**src/sv/source_text_comment_quote_filter_defines.svh**
```systemverilog
// Assertion macros shared by the filter RTL.
`ifndef SOURCE_TEXT_COMMENT_QUOTE_FILTER_DEFINES_SVH
`define SOURCE_TEXT_COMMENT_QUOTE_FILTER_DEFINES_SVH

`ifndef ASSERT_OFF
// Same-cycle implication.
`define SCTF_ASSERT_NOW(label, clk, rst_n, ante, cons) \
	label: assert property (@(posedge clk) disable iff (!rst_n) (ante) |-> (cons)) \
		else $error("sctf assertion failed");
// Next-cycle implication.
`define SCTF_ASSERT_NEXT(label, clk, rst_n, ante, cons) \
	label: assert property (@(posedge clk) disable iff (!rst_n) (ante) |=> (cons)) \
		else $error("sctf assertion failed");
`else
`define SCTF_ASSERT_NOW(label, clk, rst_n, ante, cons)
`define SCTF_ASSERT_NEXT(label, clk, rst_n, ante, cons)
`endif

`endif

```
**src/sv/sctf_pkg.sv**
```systemverilog
package sctf_pkg;

	// Counter widths
	localparam int DEPTH_BITS = 16;
	localparam int LINE_BITS  = 32;

	localparam logic signed [DEPTH_BITS-1:0] BRACE_MAX = {1'b0, {(DEPTH_BITS-1){1'b1}}};
	localparam logic signed [DEPTH_BITS-1:0] BRACE_MIN = {1'b1, {(DEPTH_BITS-1){1'b0}}};
	localparam logic [DEPTH_BITS-1:0] BLOCK_MAX = '1;
	localparam logic [LINE_BITS-1:0]  LINE_MAX  = '1;

	// Queue sizes (depths are powers of two so pointers wrap on their own)
	localparam int FQ_DEPTH   = 2;
	localparam int FQ_AW      = 1;
	localparam int FQ_CW      = 2;
	localparam int OUTQ_DEPTH = 4;
	localparam int OUTQ_AW    = 2;
	localparam int OUTQ_CW    = 3;

	// Register indexes
	localparam int CFG_IW = 3;
	localparam logic [CFG_IW-1:0] CFG_STRIP_ENABLE   = 3'd0;
	localparam logic [CFG_IW-1:0] CFG_STRIP_AUTO     = 3'd1;
	localparam logic [CFG_IW-1:0] CFG_STRIP_COMMENTS = 3'd2;
	localparam logic [CFG_IW-1:0] CFG_STRIP_QUOTES   = 3'd3;
	localparam logic [CFG_IW-1:0] CFG_STRIP_WS       = 3'd4;
	localparam logic [CFG_IW-1:0] CFG_COMPRESS_WS    = 3'd5;
	localparam logic [CFG_IW-1:0] CFG_CASE_SENSITIVE = 3'd6;
	localparam logic [CFG_IW-1:0] CFG_FOLD_UPPER     = 3'd7;

	// Characters
	localparam logic [7:0] CH_NL     = 8'h0A;
	localparam logic [7:0] CH_CR     = 8'h0D;
	localparam logic [7:0] CH_TAB    = 8'h09;
	localparam logic [7:0] CH_VT_LO  = 8'h09;
	localparam logic [7:0] CH_VT_HI  = 8'h0D;
	localparam logic [7:0] CH_SPACE  = 8'h20;
	localparam logic [7:0] CH_LBRACE = 8'h7B;
	localparam logic [7:0] CH_RBRACE = 8'h7D;
	localparam logic [7:0] CH_DQ     = 8'h22;
	localparam logic [7:0] CH_SQ     = 8'h27;
	localparam logic [7:0] CH_SLASH  = 8'h2F;
	localparam logic [7:0] CH_STAR   = 8'h2A;
	localparam logic [7:0] CH_BSL    = 8'h5C;
	localparam logic [7:0] CH_LC_R   = 8'h72;
	localparam logic [7:0] CH_LC_N   = 8'h6E;
	localparam logic [7:0] CH_LC_T   = 8'h74;
	localparam logic [7:0] CH_UC_A   = 8'h41;
	localparam logic [7:0] CH_UC_Z   = 8'h5A;
	localparam logic [7:0] CH_LC_A   = 8'h61;
	localparam logic [7:0] CH_LC_Z   = 8'h7A;
	localparam logic [7:0] CASE_OFS  = 8'd32;

	typedef enum logic [1:0] {
		ST_CHAR    = 2'd0,
		ST_END     = 2'd1,
		ST_BAD_ESC = 2'd2
	} status_t;

	typedef struct packed {
		logic [7:0] in_byte;
		logic       end_of_data;
	} in_item_t;

	typedef struct packed {
		logic [7:0]         out_byte;
		status_t            status;
		logic               last_of_run;
		logic [31:0]        line_number;
		logic signed [15:0] brace_level;
	} out_item_t;

	typedef struct packed {
		logic strip_enable;
		logic strip_auto;
		logic strip_comments;
		logic strip_quotes;
		logic strip_whitespace;
		logic compress_whitespace;
		logic case_sensitive;
		logic fold_upper;
	} cfg_t;

	// Byte class flags produced by the front end
	typedef struct packed {
		logic nl;
		logic lbrace;
		logic rbrace;
		logic dq;
		logic sq;
		logic slash;
		logic star;
		logic bsl;
		logic ws;
		logic upper;
		logic lower;
		logic esc_r;
		logic esc_n;
		logic esc_t;
	} char_cls_t;

	typedef struct packed {
		logic [7:0] b;
		logic       eod;
		char_cls_t  cls;
	} cls_item_t;

	// Results from the back end to the output queue
	typedef struct packed {
		logic [1:0] n;
		out_item_t  a;
		out_item_t  b;
	} push_t;

endpackage

```
**src/sv/sctf_front.sv**
```systemverilog
module sctf_front (
	input  logic                 clk,
	input  logic                 arst_n,
	input  logic                 src_valid,
	output logic                 src_ready,
	input  sctf_pkg::in_item_t   src_data,
	output logic                 q_valid,
	input  logic                 q_ready,
	output sctf_pkg::cls_item_t  q_item
);

	sctf_pkg::cls_item_t              fifo_q [sctf_pkg::FQ_DEPTH];
	logic [sctf_pkg::FQ_AW-1:0]       wr_ptr_q;
	logic [sctf_pkg::FQ_AW-1:0]       rd_ptr_q;
	logic [sctf_pkg::FQ_CW-1:0]       count_q;
	sctf_pkg::cls_item_t              cls_item;
	logic                             push;
	logic                             pop;

	// Decode the byte into the classes the back end tests
	always_comb begin
		logic [7:0] b;
		b = src_data.in_byte;
		cls_item.b          = b;
		cls_item.eod        = src_data.end_of_data;
		cls_item.cls.nl     = (b == sctf_pkg::CH_NL);
		cls_item.cls.lbrace = (b == sctf_pkg::CH_LBRACE);
		cls_item.cls.rbrace = (b == sctf_pkg::CH_RBRACE);
		cls_item.cls.dq     = (b == sctf_pkg::CH_DQ);
		cls_item.cls.sq     = (b == sctf_pkg::CH_SQ);
		cls_item.cls.slash  = (b == sctf_pkg::CH_SLASH);
		cls_item.cls.star   = (b == sctf_pkg::CH_STAR);
		cls_item.cls.bsl    = (b == sctf_pkg::CH_BSL);
		cls_item.cls.ws     = (b == sctf_pkg::CH_SPACE) ||
			(b >= sctf_pkg::CH_VT_LO && b <= sctf_pkg::CH_VT_HI);
		cls_item.cls.upper  = (b >= sctf_pkg::CH_UC_A && b <= sctf_pkg::CH_UC_Z);
		cls_item.cls.lower  = (b >= sctf_pkg::CH_LC_A && b <= sctf_pkg::CH_LC_Z);
		cls_item.cls.esc_r  = (b == sctf_pkg::CH_LC_R);
		cls_item.cls.esc_n  = (b == sctf_pkg::CH_LC_N);
		cls_item.cls.esc_t  = (b == sctf_pkg::CH_LC_T);
	end

	assign src_ready = (count_q != sctf_pkg::FQ_CW'(sctf_pkg::FQ_DEPTH));
	assign q_valid   = (count_q != '0);
	assign q_item    = fifo_q[rd_ptr_q];
	assign push      = src_valid && src_ready;
	assign pop       = q_valid && q_ready;

	// Queue storage
	always_ff @(posedge clk) begin
		if (push) begin
			fifo_q[wr_ptr_q] <= cls_item;
		end
	end

	// Queue pointers
	always_ff @(posedge clk or negedge arst_n) begin
		if (!arst_n) begin
			wr_ptr_q <= '0;
			rd_ptr_q <= '0;
			count_q  <= '0;
		end else begin
			if (push) begin
				wr_ptr_q <= wr_ptr_q + 1'b1;
			end
			if (pop) begin
				rd_ptr_q <= rd_ptr_q + 1'b1;
			end
			count_q <= count_q + sctf_pkg::FQ_CW'(push) - sctf_pkg::FQ_CW'(pop);
		end
	end

endmodule

```
**src/sv/sctf_back.sv**
```systemverilog
`include "source_text_comment_quote_filter_defines.svh"

module sctf_back (
	input  logic                               clk,
	input  logic                               arst_n,
	input  sctf_pkg::cfg_t                     cfg,
	input  logic                               q_valid,
	output logic                               q_ready,
	input  sctf_pkg::cls_item_t                q_item,
	input  logic [sctf_pkg::OUTQ_CW-1:0]       out_free,
	output sctf_pkg::push_t                    push
);

	localparam int DB = sctf_pkg::DEPTH_BITS;
	localparam int LB = sctf_pkg::LINE_BITS;

	// Lookahead and tracking state
	logic [7:0]                held_q;
	sctf_pkg::char_cls_t       held_cls_q;
	logic                      held_valid_q;
	logic [7:0]                prev_q;
	logic                      prev_valid_q;
	logic                      lc_q;
	logic [DB-1:0]             blk_q;
	logic signed [DB-1:0]      brace_q;
	logic                      dq_q;
	logic                      sq_q;
	logic                      pws_q;
	logic [LB-1:0]             line_q;

	logic                      take;
	logic                      nv;
	sctf_pkg::char_cls_t       cc;
	sctf_pkg::char_cls_t       nc;
	logic                      last_bs, last_star, last_slash;
	logic                      lc1, incom1, inq;
	logic signed [DB-1:0]      brace_n;
	logic                      dq_n, sq_n, lc_n;
	logic [DB-1:0]             blk_n;
	logic                      open_line, open_blk, close_blk;
	logic                      incom_n, inq_n;
	logic                      emit, used, esc_nl, kill_prev;
	logic [7:0]                ob;
	sctf_pkg::status_t         st;
	logic [LB-1:0]             line1, line2;
	logic [LB-1:0]             line_post;
	logic signed [DB-1:0]      brace_post;
	sctf_pkg::out_item_t       proc_item, end_item;

	assign q_ready = (out_free >= sctf_pkg::OUTQ_CW'(2));
	assign take    = q_valid && q_ready;
	assign nv      = !q_item.eod;
	assign cc      = held_cls_q;
	assign nc      = q_item.cls;

	// Tracking updates for the held byte with the new byte as successor
	always_comb begin
		last_bs    = prev_valid_q && (prev_q == sctf_pkg::CH_BSL);
		last_star  = prev_valid_q && (prev_q == sctf_pkg::CH_STAR);
		last_slash = prev_valid_q && (prev_q == sctf_pkg::CH_SLASH);

		lc1    = cc.nl ? 1'b0 : lc_q;
		incom1 = lc1 || (blk_q != '0);
		inq    = dq_q || sq_q;

		brace_n = brace_q;
		if (cc.lbrace && !incom1 && !inq && brace_q != sctf_pkg::BRACE_MAX) begin
			brace_n = brace_q + DB'(1);
		end else if (cc.rbrace && !incom1 && !inq && brace_q != sctf_pkg::BRACE_MIN) begin
			brace_n = brace_q - DB'(1);
		end

		dq_n = dq_q;
		if (cc.dq && !incom1 && !sq_q) begin
			dq_n = !(dq_q && !last_bs);
		end
		sq_n = sq_q;
		if (cc.sq && !incom1 && !dq_n) begin
			sq_n = !(sq_q && !last_bs);
		end

		open_line = cc.slash && !last_star && !inq && nv && nc.slash && (blk_q == '0);
		open_blk  = cc.slash && !last_star && !inq && nv && nc.star && !lc1 &&
			(blk_q != sctf_pkg::BLOCK_MAX);
		close_blk = cc.star && nv && nc.slash && !last_slash && !inq && !lc1 &&
			(blk_q != '0);

		lc_n = lc1 || open_line;
		blk_n = blk_q;
		if (open_blk) begin
			blk_n = blk_q + DB'(1);
		end else if (close_blk) begin
			blk_n = blk_q - DB'(1);
		end

		incom_n = lc_n || (blk_n != '0);
		inq_n   = dq_n || sq_n;
	end

	// Output decision for the held byte
	always_comb begin
		emit      = 1'b0;
		used      = 1'b0;
		esc_nl    = 1'b0;
		kill_prev = 1'b0;
		ob        = held_q;
		st        = sctf_pkg::ST_CHAR;
		priority if (!cfg.strip_enable || (cfg.strip_auto && brace_n != '0)) begin
			emit = 1'b1;
		end else if (cfg.strip_comments && incom_n) begin
			emit = 1'b0;
		end else if (cfg.strip_comments && !inq_n &&
			((cc.star && nv && nc.slash) || (last_star && cc.slash))) begin
			emit = 1'b0;
		end else if (cfg.strip_whitespace && cc.ws && !inq_n) begin
			emit = 1'b0;
		end else if (cfg.compress_whitespace && cc.ws) begin
			emit = !pws_q;
			ob   = sctf_pkg::CH_SPACE;
		end else if (cfg.strip_quotes && (cc.dq || cc.sq)) begin
			emit = 1'b0;
		end else if (inq_n && cc.bsl) begin
			// Quoted backslash: translate the pair
			emit      = 1'b1;
			kill_prev = 1'b1;
			if (!nv) begin
				ob = 8'h00;
				st = sctf_pkg::ST_BAD_ESC;
			end else begin
				used = 1'b1;
				priority if (nc.esc_r) begin
					ob = sctf_pkg::CH_CR;
				end else if (nc.esc_n) begin
					ob = sctf_pkg::CH_NL;
				end else if (nc.esc_t) begin
					ob = sctf_pkg::CH_TAB;
				end else if (nc.nl) begin
					ob     = sctf_pkg::CH_NL;
					esc_nl = 1'b1;
				end else if (nc.bsl || nc.sq || nc.dq) begin
					ob = q_item.b;
				end else begin
					ob = q_item.b;
					st = sctf_pkg::ST_BAD_ESC;
				end
			end
		end else if (!cfg.case_sensitive && !inq_n) begin
			emit = 1'b1;
			if (cfg.fold_upper && cc.lower) begin
				ob = held_q - sctf_pkg::CASE_OFS;
			end else if (!cfg.fold_upper && cc.upper) begin
				ob = held_q + sctf_pkg::CASE_OFS;
			end
		end else begin
			emit = 1'b1;
		end
	end

	// Line count, up to two saturating bumps
	always_comb begin
		line1 = line_q;
		if (cc.nl && line_q != sctf_pkg::LINE_MAX) begin
			line1 = line_q + LB'(1);
		end
		line2 = line1;
		if (esc_nl && line1 != sctf_pkg::LINE_MAX) begin
			line2 = line1 + LB'(1);
		end
		line_post  = held_valid_q ? line2 : line_q;
		brace_post = held_valid_q ? brace_n : brace_q;
	end

	// Result items
	always_comb begin
		proc_item.out_byte    = ob;
		proc_item.status      = st;
		proc_item.last_of_run = !q_item.eod;
		proc_item.line_number = 32'(line_post);
		proc_item.brace_level = 16'(brace_post);
		end_item.out_byte     = 8'h00;
		end_item.status       = sctf_pkg::ST_END;
		end_item.last_of_run  = 1'b1;
		end_item.line_number  = 32'(line_post);
		end_item.brace_level  = 16'(brace_post);

		push.a = proc_item;
		push.b = end_item;
		push.n = 2'd0;
		if (take) begin
			if (q_item.eod) begin
				if (held_valid_q && emit) begin
					push.n = 2'd2;
				end else begin
					push.a = end_item;
					push.n = 2'd1;
				end
			end else if (held_valid_q && emit) begin
				push.n = 2'd1;
			end
		end
	end

	// State update per taken item
	always_ff @(posedge clk or negedge arst_n) begin
		if (!arst_n) begin
			held_q       <= '0;
			held_cls_q   <= '0;
			held_valid_q <= 1'b0;
			prev_q       <= '0;
			prev_valid_q <= 1'b0;
			lc_q         <= 1'b0;
			blk_q        <= '0;
			brace_q      <= '0;
			dq_q         <= 1'b0;
			sq_q         <= 1'b0;
			pws_q        <= 1'b0;
			line_q       <= LB'(1);
		end else if (take) begin
			if (held_valid_q) begin
				lc_q         <= lc_n;
				blk_q        <= blk_n;
				brace_q      <= brace_n;
				dq_q         <= dq_n;
				sq_q         <= sq_n;
				line_q       <= line2;
				pws_q        <= cc.ws;
				prev_q       <= kill_prev ? 8'h00 : held_q;
				prev_valid_q <= !kill_prev;
			end
			if (q_item.eod) begin
				held_q       <= '0;
				held_valid_q <= 1'b0;
				prev_q       <= '0;
				prev_valid_q <= 1'b0;
				pws_q        <= 1'b0;
			end else if (held_valid_q && used) begin
				held_q       <= '0;
				held_valid_q <= 1'b0;
			end else begin
				held_q       <= q_item.b;
				held_cls_q   <= q_item.cls;
				held_valid_q <= 1'b1;
			end
		end
	end

	`SCTF_ASSERT_NEXT(a_eod_flushes, clk, arst_n, take && q_item.eod, !held_valid_q && !prev_valid_q && !pws_q)
	`SCTF_ASSERT_NOW(a_eod_reports, clk, arst_n, take && q_item.eod, push.n != 2'd0)
	`SCTF_ASSERT_NOW(a_empty_step, clk, arst_n, take && !q_item.eod && !held_valid_q, push.n == 2'd0)

endmodule

```
**src/sv/sctf_outq.sv**
```systemverilog
`include "source_text_comment_quote_filter_defines.svh"

module sctf_outq (
	input  logic                           clk,
	input  logic                           arst_n,
	input  sctf_pkg::push_t                push,
	output logic [sctf_pkg::OUTQ_CW-1:0]   out_free,
	output logic                           dst_valid,
	input  logic                           dst_ready,
	output sctf_pkg::out_item_t            dst_data
);

	sctf_pkg::out_item_t               mem_q [sctf_pkg::OUTQ_DEPTH];
	logic [sctf_pkg::OUTQ_AW-1:0]      wr_ptr_q;
	logic [sctf_pkg::OUTQ_AW-1:0]      rd_ptr_q;
	logic [sctf_pkg::OUTQ_CW-1:0]      count_q;
	logic [sctf_pkg::OUTQ_AW-1:0]      wr_ptr_p1;
	logic                              pop;

	assign out_free  = sctf_pkg::OUTQ_CW'(sctf_pkg::OUTQ_DEPTH) - count_q;
	assign dst_valid = (count_q != '0);
	assign dst_data  = mem_q[rd_ptr_q];
	assign pop       = dst_valid && dst_ready;
	assign wr_ptr_p1 = wr_ptr_q + 1'b1;

	// Up to two writes per cycle
	always_ff @(posedge clk) begin
		if (push.n != 2'd0) begin
			mem_q[wr_ptr_q] <= push.a;
		end
		if (push.n == 2'd2) begin
			mem_q[wr_ptr_p1] <= push.b;
		end
	end

	// Pointers and fill count
	always_ff @(posedge clk or negedge arst_n) begin
		if (!arst_n) begin
			wr_ptr_q <= '0;
			rd_ptr_q <= '0;
			count_q  <= '0;
		end else begin
			wr_ptr_q <= wr_ptr_q + sctf_pkg::OUTQ_AW'(push.n);
			if (pop) begin
				rd_ptr_q <= rd_ptr_q + 1'b1;
			end
			count_q <= count_q + sctf_pkg::OUTQ_CW'(push.n) - sctf_pkg::OUTQ_CW'(pop);
		end
	end

	`SCTF_ASSERT_NOW(a_no_overflow, clk, arst_n, push.n != 2'd0, sctf_pkg::OUTQ_CW'(push.n) <= out_free)
	`SCTF_ASSERT_NOW(a_count_range, clk, arst_n, 1'b1, count_q <= sctf_pkg::OUTQ_CW'(sctf_pkg::OUTQ_DEPTH))

endmodule

```
**src/sv/source_text_comment_quote_filter.sv**
```systemverilog
// Path: each accepted item is registered in the front queue; the results of a byte
// are written to the output queue when the back end takes the item completing it.
// Throughput: one input item per cycle while the output queue has room for two;
// an end marker behind an emitted held byte gives two results, sent one by one.
// Reset (arst_n low, asynchronous): tracking cleared, line count one, registers to
// defaults, queues empty; no clearing pass, items accepted right after reset.
module source_text_comment_quote_filter (
	input  logic                                  clk,
	input  logic                                  arst_n,
	input  logic                                  src_valid,
	output logic                                  src_ready,
	input  sctf_pkg::in_item_t                    src_data,
	output logic                                  dst_valid,
	input  logic                                  dst_ready,
	output sctf_pkg::out_item_t                   dst_data,
	input  logic                                  cfg_we,
	input  logic [sctf_pkg::CFG_IW-1:0]           cfg_index,
	input  logic                                  cfg_data
);

	sctf_pkg::cfg_t                    cfg_q;
	logic                              q_valid;
	logic                              q_ready;
	sctf_pkg::cls_item_t               q_item;
	logic [sctf_pkg::OUTQ_CW-1:0]      out_free;
	sctf_pkg::push_t                   push;

	// Mode registers
	always_ff @(posedge clk or negedge arst_n) begin
		if (!arst_n) begin
			cfg_q.strip_enable        <= 1'b1;
			cfg_q.strip_auto          <= 1'b1;
			cfg_q.strip_comments      <= 1'b1;
			cfg_q.strip_quotes        <= 1'b1;
			cfg_q.strip_whitespace    <= 1'b1;
			cfg_q.compress_whitespace <= 1'b0;
			cfg_q.case_sensitive      <= 1'b1;
			cfg_q.fold_upper          <= 1'b0;
		end else if (cfg_we) begin
			unique case (cfg_index)
				sctf_pkg::CFG_STRIP_ENABLE:   cfg_q.strip_enable        <= cfg_data;
				sctf_pkg::CFG_STRIP_AUTO:     cfg_q.strip_auto          <= cfg_data;
				sctf_pkg::CFG_STRIP_COMMENTS: cfg_q.strip_comments      <= cfg_data;
				sctf_pkg::CFG_STRIP_QUOTES:   cfg_q.strip_quotes        <= cfg_data;
				sctf_pkg::CFG_STRIP_WS:       cfg_q.strip_whitespace    <= cfg_data;
				sctf_pkg::CFG_COMPRESS_WS:    cfg_q.compress_whitespace <= cfg_data;
				sctf_pkg::CFG_CASE_SENSITIVE: cfg_q.case_sensitive      <= cfg_data;
				sctf_pkg::CFG_FOLD_UPPER:     cfg_q.fold_upper          <= cfg_data;
				default: begin
				end
			endcase
		end
	end

	sctf_front u_front (
		.clk       (clk),
		.arst_n    (arst_n),
		.src_valid (src_valid),
		.src_ready (src_ready),
		.src_data  (src_data),
		.q_valid   (q_valid),
		.q_ready   (q_ready),
		.q_item    (q_item)
	);

	sctf_back u_back (
		.clk      (clk),
		.arst_n   (arst_n),
		.cfg      (cfg_q),
		.q_valid  (q_valid),
		.q_ready  (q_ready),
		.q_item   (q_item),
		.out_free (out_free),
		.push     (push)
	);

	sctf_outq u_outq (
		.clk       (clk),
		.arst_n    (arst_n),
		.push      (push),
		.out_free  (out_free),
		.dst_valid (dst_valid),
		.dst_ready (dst_ready),
		.dst_data  (dst_data)
	);

endmodule

```
**config.mk**
```make
export PLATFORM = sky130hd
export DESIGN_NAME = source_text_comment_quote_filter
export DESIGN_NICKNAME = d
export VERILOG_FILES = /design/src/sv/sctf_pkg.sv /design/src/sv/sctf_front.sv /design/src/sv/sctf_back.sv /design/src/sv/sctf_outq.sv /design/src/sv/source_text_comment_quote_filter.sv
export VERILOG_INCLUDE_DIRS = /design/src /design/src/sv
export SDC_FILE = /design/constraint.sdc
export NUM_CORES = 1
export LEC_CHECK = 0
export ABC_AREA = 1
export BUFFER_PORTS_ARGS = -buffer_cell sky130_fd_sc_hd__buf_2
export CAP_MARGIN = 40
export CORE_MARGIN = 3
export CORE_UTILIZATION = 44
export DETAILED_ROUTE_END_ITERATION = 7
export GPL_TIMING_DRIVEN = 0
export SLEW_MARGIN = 20
export SYNTH_ARGS = -nofsm -noshare
export SYNTH_HDL_FRONTEND = slang
export SYNTH_SLANG_ARGS = --single-unit
```
**constraint.sdc**
```tcl
create_clock -name clk -period 7.15 [get_ports clk]
set_input_delay 1.7875 -clock clk [delete_from_list [all_inputs] [get_ports clk]]
set_output_delay 1.7875 -clock clk [all_outputs]
set_load 0.02 [all_outputs]
```
==> results.md <==
| Step | Item | Value |
|---|---|---|
| status | Result of the run | complete, no violations |
| final layout | Fill count | 5118 |
| cts | H-tree level count | 2 |
| placement | Number of buffer cells added on primary ports | 78 |
| placement | Pre-CTS WS | 0.828 ns |
| drt | Pre-antenna DRT Iters | 6 |
| synthesis | Most frequently used flop master after synthesis | sky130_fd_sc_hd__edfxtp_1 |
| sta | Final worst hold slack | 0.449 ns |
| cts | Largest buffer count on any clock path | 3 |
| pwr | Worst VDD drop | 274 uV |
| pwr | P_sw | 7.15 mW |
| worst setup path | Delay contributed by the slowest stage of the critical path | 0.69 ns |
| worst hold path | End point of the most critical hold path | u_outq.mem_q[2][57]$_SDFFE_PP0N_ |
| synthesis | YS warnings | 0 |
| synthesis | Top cells by area, synth | sky130_fd_sc_hd__edfxtp_1 (31%), sky130_fd_sc_hd__nand2_1 (12%), sky130_fd_sc_hd__dfrtp_1 (12%), sky130_fd_sc_hd__nor2_1 (8.7%), sky130_fd_sc_hd__o21ai_0 (4.4%) |
| final layout | End-of-flow core utilization | 50.8% |
| sta | Final Max Tran Viols | 0 |
| cts | Clock latency on the worst-skew pair | 0.60 ns |
| sta | Setup_tns | 0 ns |
| final layout | Post-route insts no fill | 3828 |
| cts | Count of hold-fix buffers inserted at cts | 0 |
| worst setup path | Worst setup slack for register-to-register paths | 0.80 ns |
| pwr | Leakage | 11.2 nW |
| global route | Global-route wire length before repair | 116 mm |
| synthesis | Share of the synthesized area in the top cell type | 30.8% |
| worst setup path | Endpoint of the lowest-slack register-to-register path | u_outq.mem_q[2][45]$_DFFE_PP_ |
| pwr | Total Power | 14.5 mW |
| cts | TritonCTS clock tree | built |
| sta | Highest clock frequency the design can meet | 0.157 GHz |
| cts | Clock transition at path regs | 0.06 ns |
| pwr | Register share of total power | 28.2% |
| worst setup path | Worst Reg-to-Reg Cells | 29 |
| pwr | Share of total power in combinational logic | 54.6% |
| cts | Number of CTS-inserted buffers | 46 |
| final layout | Number of nets in the final layout | 3149 |
| sta | Tightest Pin Transition | 0.894 ns |
| worst setup path | Worst R2R Start | u_back.blk_q[0]$_DFFE_PN0P_ |
| drt | DRT Wirelength | 74.8 mm |
| placement | Global placement routability congestion | 0.962 |
| sta | Final period utilization | 88.9% |
| drt | DRT iter0 DRCs | 1813 |
| floorplanning | Site row count | 83 |
| worst setup path | Required time at the endpoint of the critical path | 7.46 ns |
| worst setup path | Highest fanout seen on the critical path | 10 |
| sta | Minimum clock period | 6.35 ns |
| global route | Global-route usage over all layers | 26.2% |
| cts | Total setup buffers inserted after CTS | 0 |
| synthesis | Unique cell type count in the Yosys netlist | 55 |
| sta | Setup slack of the critical path after layout | 0.796 ns |
| drt | Average wire length per cell after detail routing | 19.5 um |
| global route | Aggregate global routing overflow | 0 |
| sta | Setup repair after global routing missed its margin | false |
| placement | Placed cell area | 24700 um^2 |
| synthesis | Post-synthesis sequential element count | 398 |
| final layout | Post-Layout Inst Area | 26300 um^2 |
| global route | Maximum number of pins on one net before global-route repair | 90 |
| floorplanning | Placeable Area | 51700 um^2 |
| placement | Placed cell count | 3741 |
| pwr | Power per unit of standard cell area | 551 nW/um^2 |
| worst setup path | CP Class | reg -> reg |
| synthesis | Post-synthesis cell area | 23200 um^2 |
| worst hold path | Startpoint of the tightest hold check path | u_outq.mem_q[2][57]$_SDFFE_PP0N_ |
| drt | Vias | 20800 |
| sta | Total setup violations reported at the end of the flow | 0 |
| synthesis | Synth Area per Inst | 7.79 um^2 |
| pwr | Clk pwr share | 17.2% |
| global route | Initial antenna violation count | 0 |
| sta | Relative max-transition margin | 39.8% |
| worst setup path | Worst path most repeated cell | sky130_fd_sc_hd__nand2_1 |
| worst setup path | Critical path's slowest cell | sky130_fd_sc_hd__clkbuf_1 |
| floorplanning | DIE HEIGHT | 236 um |
| synthesis | Number of enable-type register cells in the synthesized netlist | 238 |
| global route | Vias in the first global route | 20100 |
| floorplanning | Full die area | 55500 um^2 |
| synthesis | Sequential cell area fraction in the yosys report | 47.2% |
| flow run | Max-Cap Viols | 0 |
| cts | Post-CTS resize count | 0 |
| sta | Fin Clk Skew | 0.0263 ns |
| drt | Number of remaining DRC errors | 0 |
| worst setup path | Startpoint type of the worst setup path | register |
| drt | Average via count per standard cell | 5.44 |
| placement | Detailed placer's ending HPWL | 55.0 mm |
| final layout | Diodes inserted | 0 |
| worst setup path | Endpoint kind of the worst setup timing path | register |
| worst hold path | Hold path depth | 2 |
| floorplanning | Floorplan die width | 236 um |
| floorplanning | I/O pin total | 79 |
| worst setup path | Critical path arrival | 6.66 ns |
| drt | Count of nets left with antenna violations after detail routing | 0 |
| cts | Number of sinks driven by the clock tree | 398 |
| floorplanning | Initial standard-cell utilization of the core | 44.8% |
| synthesis | Instance count of the mapped netlist | 2975 |
| synthesis | Post-synth top area cell | sky130_fd_sc_hd__edfxtp_1 |
| worst hold path | Hold crit path type | reg -> reg |
| synthesis | Post-Synthesis Net Count | 3013 |
| final layout | Fraction of final layout cells with drive strength greater than 1 | 11.9% |
| sta | Final hold viol count | 0 |
| pwr | P_int | 7.31 mW |
| pwr | Fraction of power spent switching nets | 49.4% |
| final layout | Syn-to-layout area delta | 13.3% |
| synthesis | Synth async-reset ratio | 29.1% |
| cts | Root buffer cell | sky130_fd_sc_hd__clkbuf_16 |
sequential cells by signal, summed over array words and instances (netlist names), 3 cells and up:
| name | flops |
|---|---|
| u_back.held_q | 8 |
| u_front.fifo_q | 46 |
| u_back.brace_q | 16 |
| u_outq.count_q | 3 |
| u_back.cc | 11 |
| u_back.line_q | 32 |
| u_back.blk_q | 16 |
| cfg_q | 8 |
| u_back.prev_q | 8 |
| u_outq.mem_q | 236 |
layout by cell type (no fill, tap or decap), drive strengths merged:
master    netlist  layout
nand2         824     824
nor2          568     568
o21ai         262     262
inv           237     239
edfxtp        238     238
nand3         191     191
clkbuf         95     165
buf            39     127
dfrtp         109     109
xor2           94      94
o22ai          75      75
dfxtp          44      44
nor3           40      40
nand4          39      39
a21oi          36      36
ha             19      19
mux2i          15      15
clkinv          3       8
a31oi           7       7
dfstp           7       7
or2             6       6
bufinv          0       6
xnor2           5       5
nor4            5       5
nand3b          4       4
o211ai          4       4
clkinvlp        0       2
or3b            1       1
o21bai          1       1
a22oi           1       1
and3            1       1
o32ai           1       1
a22o            1       1
and3b           1       1
mux2            1       1
fa              1       1
cell type report:
cell class                 count  area (um^2)  area share [%]
clock buffer                  70         1330            5.05
inverter                     240          912            3.47
sequential                   398        10900            41.7
multi-input combinational   2203        10700            40.9
clock inverter                15          255           0.972
buffer                       134          621            2.36
timing repair buffer          88          613            2.33
tap                          680          851            3.24
layer usage:
layer / vias to the layer above / global-route usage [%] / share of wire [%]
met5: - / 0 / 0
met4: 0 / 7.32 / 2.4
met3: 105 / 3.35 / 5.9
met2: 705 / 42.1 / 46
met1: 10000 / 37.4 / 45
li1: 10000 / - / -
worst max-delay path by stage:
stage / slack, ns / to / from / depth (start not counted)
final: 0.80 / u_outq.mem_q[2][45]$_DFFE_PP_ / u_back.blk_q[0]$_DFFE_PN0P_ / 29
after global routing: 0.37 / u_outq.mem_q[3][31]$_DFFE_PP_ / u_back.blk_q[0]$_DFFE_PN0P_ / 29
after CTS: 0.77 / u_outq.mem_q[3][47]$_DFFE_PP_ / u_back.blk_q[0]$_DFFE_PN0P_ / 29
after detailed placement: 0.83 / u_outq.mem_q[3][34]$_DFFE_PP_ / u_back.blk_q[0]$_DFFE_PN0P_ / 29
after global placement: -2.63 / u_outq.mem_q[0][31]$_DFFE_PP_ / u_back.blk_q[0]$_DFFE_PN0P_ / 32
after floorplan: 0.95 / u_outq.mem_q[0][24]$_DFFE_PP_ / u_back.blk_q[0]$_DFFE_PN0P_ / 32
cells in the mapped netlist (15+ instances only):
cell and instances:
sky130_fd_sc_hd__o21ai_0 203, sky130_fd_sc_hd__nor2_1 538, sky130_fd_sc_hd__nor2_2 17, sky130_fd_sc_hd__edfxtp_1 238
sky130_fd_sc_hd__nand2_1 764, sky130_fd_sc_hd__buf_2 19, sky130_fd_sc_hd__nor3_1 35, sky130_fd_sc_hd__clkbuf_1 95
sky130_fd_sc_hd__o22ai_1 75, sky130_fd_sc_hd__nand3_1 155, sky130_fd_sc_hd__nand3_2 34, sky130_fd_sc_hd__dfxtp_1 44
sky130_fd_sc_hd__xor2_1 94, sky130_fd_sc_hd__o21ai_1 53, sky130_fd_sc_hd__nand2_2 56, sky130_fd_sc_hd__mux2i_1 15
sky130_fd_sc_hd__nand4_1 37, sky130_fd_sc_hd__inv_2 16, sky130_fd_sc_hd__inv_1 220, sky130_fd_sc_hd__ha_1 19
sky130_fd_sc_hd__dfrtp_1 109, sky130_fd_sc_hd__a21oi_1 32
logic make-up (layout without fill, tap and decap cells):
group,count (synthesis),after routing,share of synthesized area (%)
muxes,16,16,0.696
AOI/OAI and AO/OA,388,388,9.14
and+or+nand+nor,1680,1680,31.5
buffers and inverters,374,547,6.58
DFF,398,398,47.2
adders and majority gates,20,20,1.11
xor gates and xnor gates,99,99,3.74
power groups by stage:
stage	combinational [mW]	sequential, mW	clock (mW)
finish	7.90	4.07	2.49
global route	8.67	4.16	2.63
CTS	7.86	4.06	2.53
detailed placement	7.83	4.10	0
global placement	7.55	4.13	0
floorplan	5.18	3.98	0
worst max-delay path, delay by kind of cell (launching register included):
kind / cells / cell delay, ns
AND/OR/NAND/NOR: 22 / 3.13
buffers and inverters: 5 / 1.80
adder cells (fa/ha/maj): 2 / 0.66
flip-flops: 1 / 0.45
(Power assumes the default switching activity.)
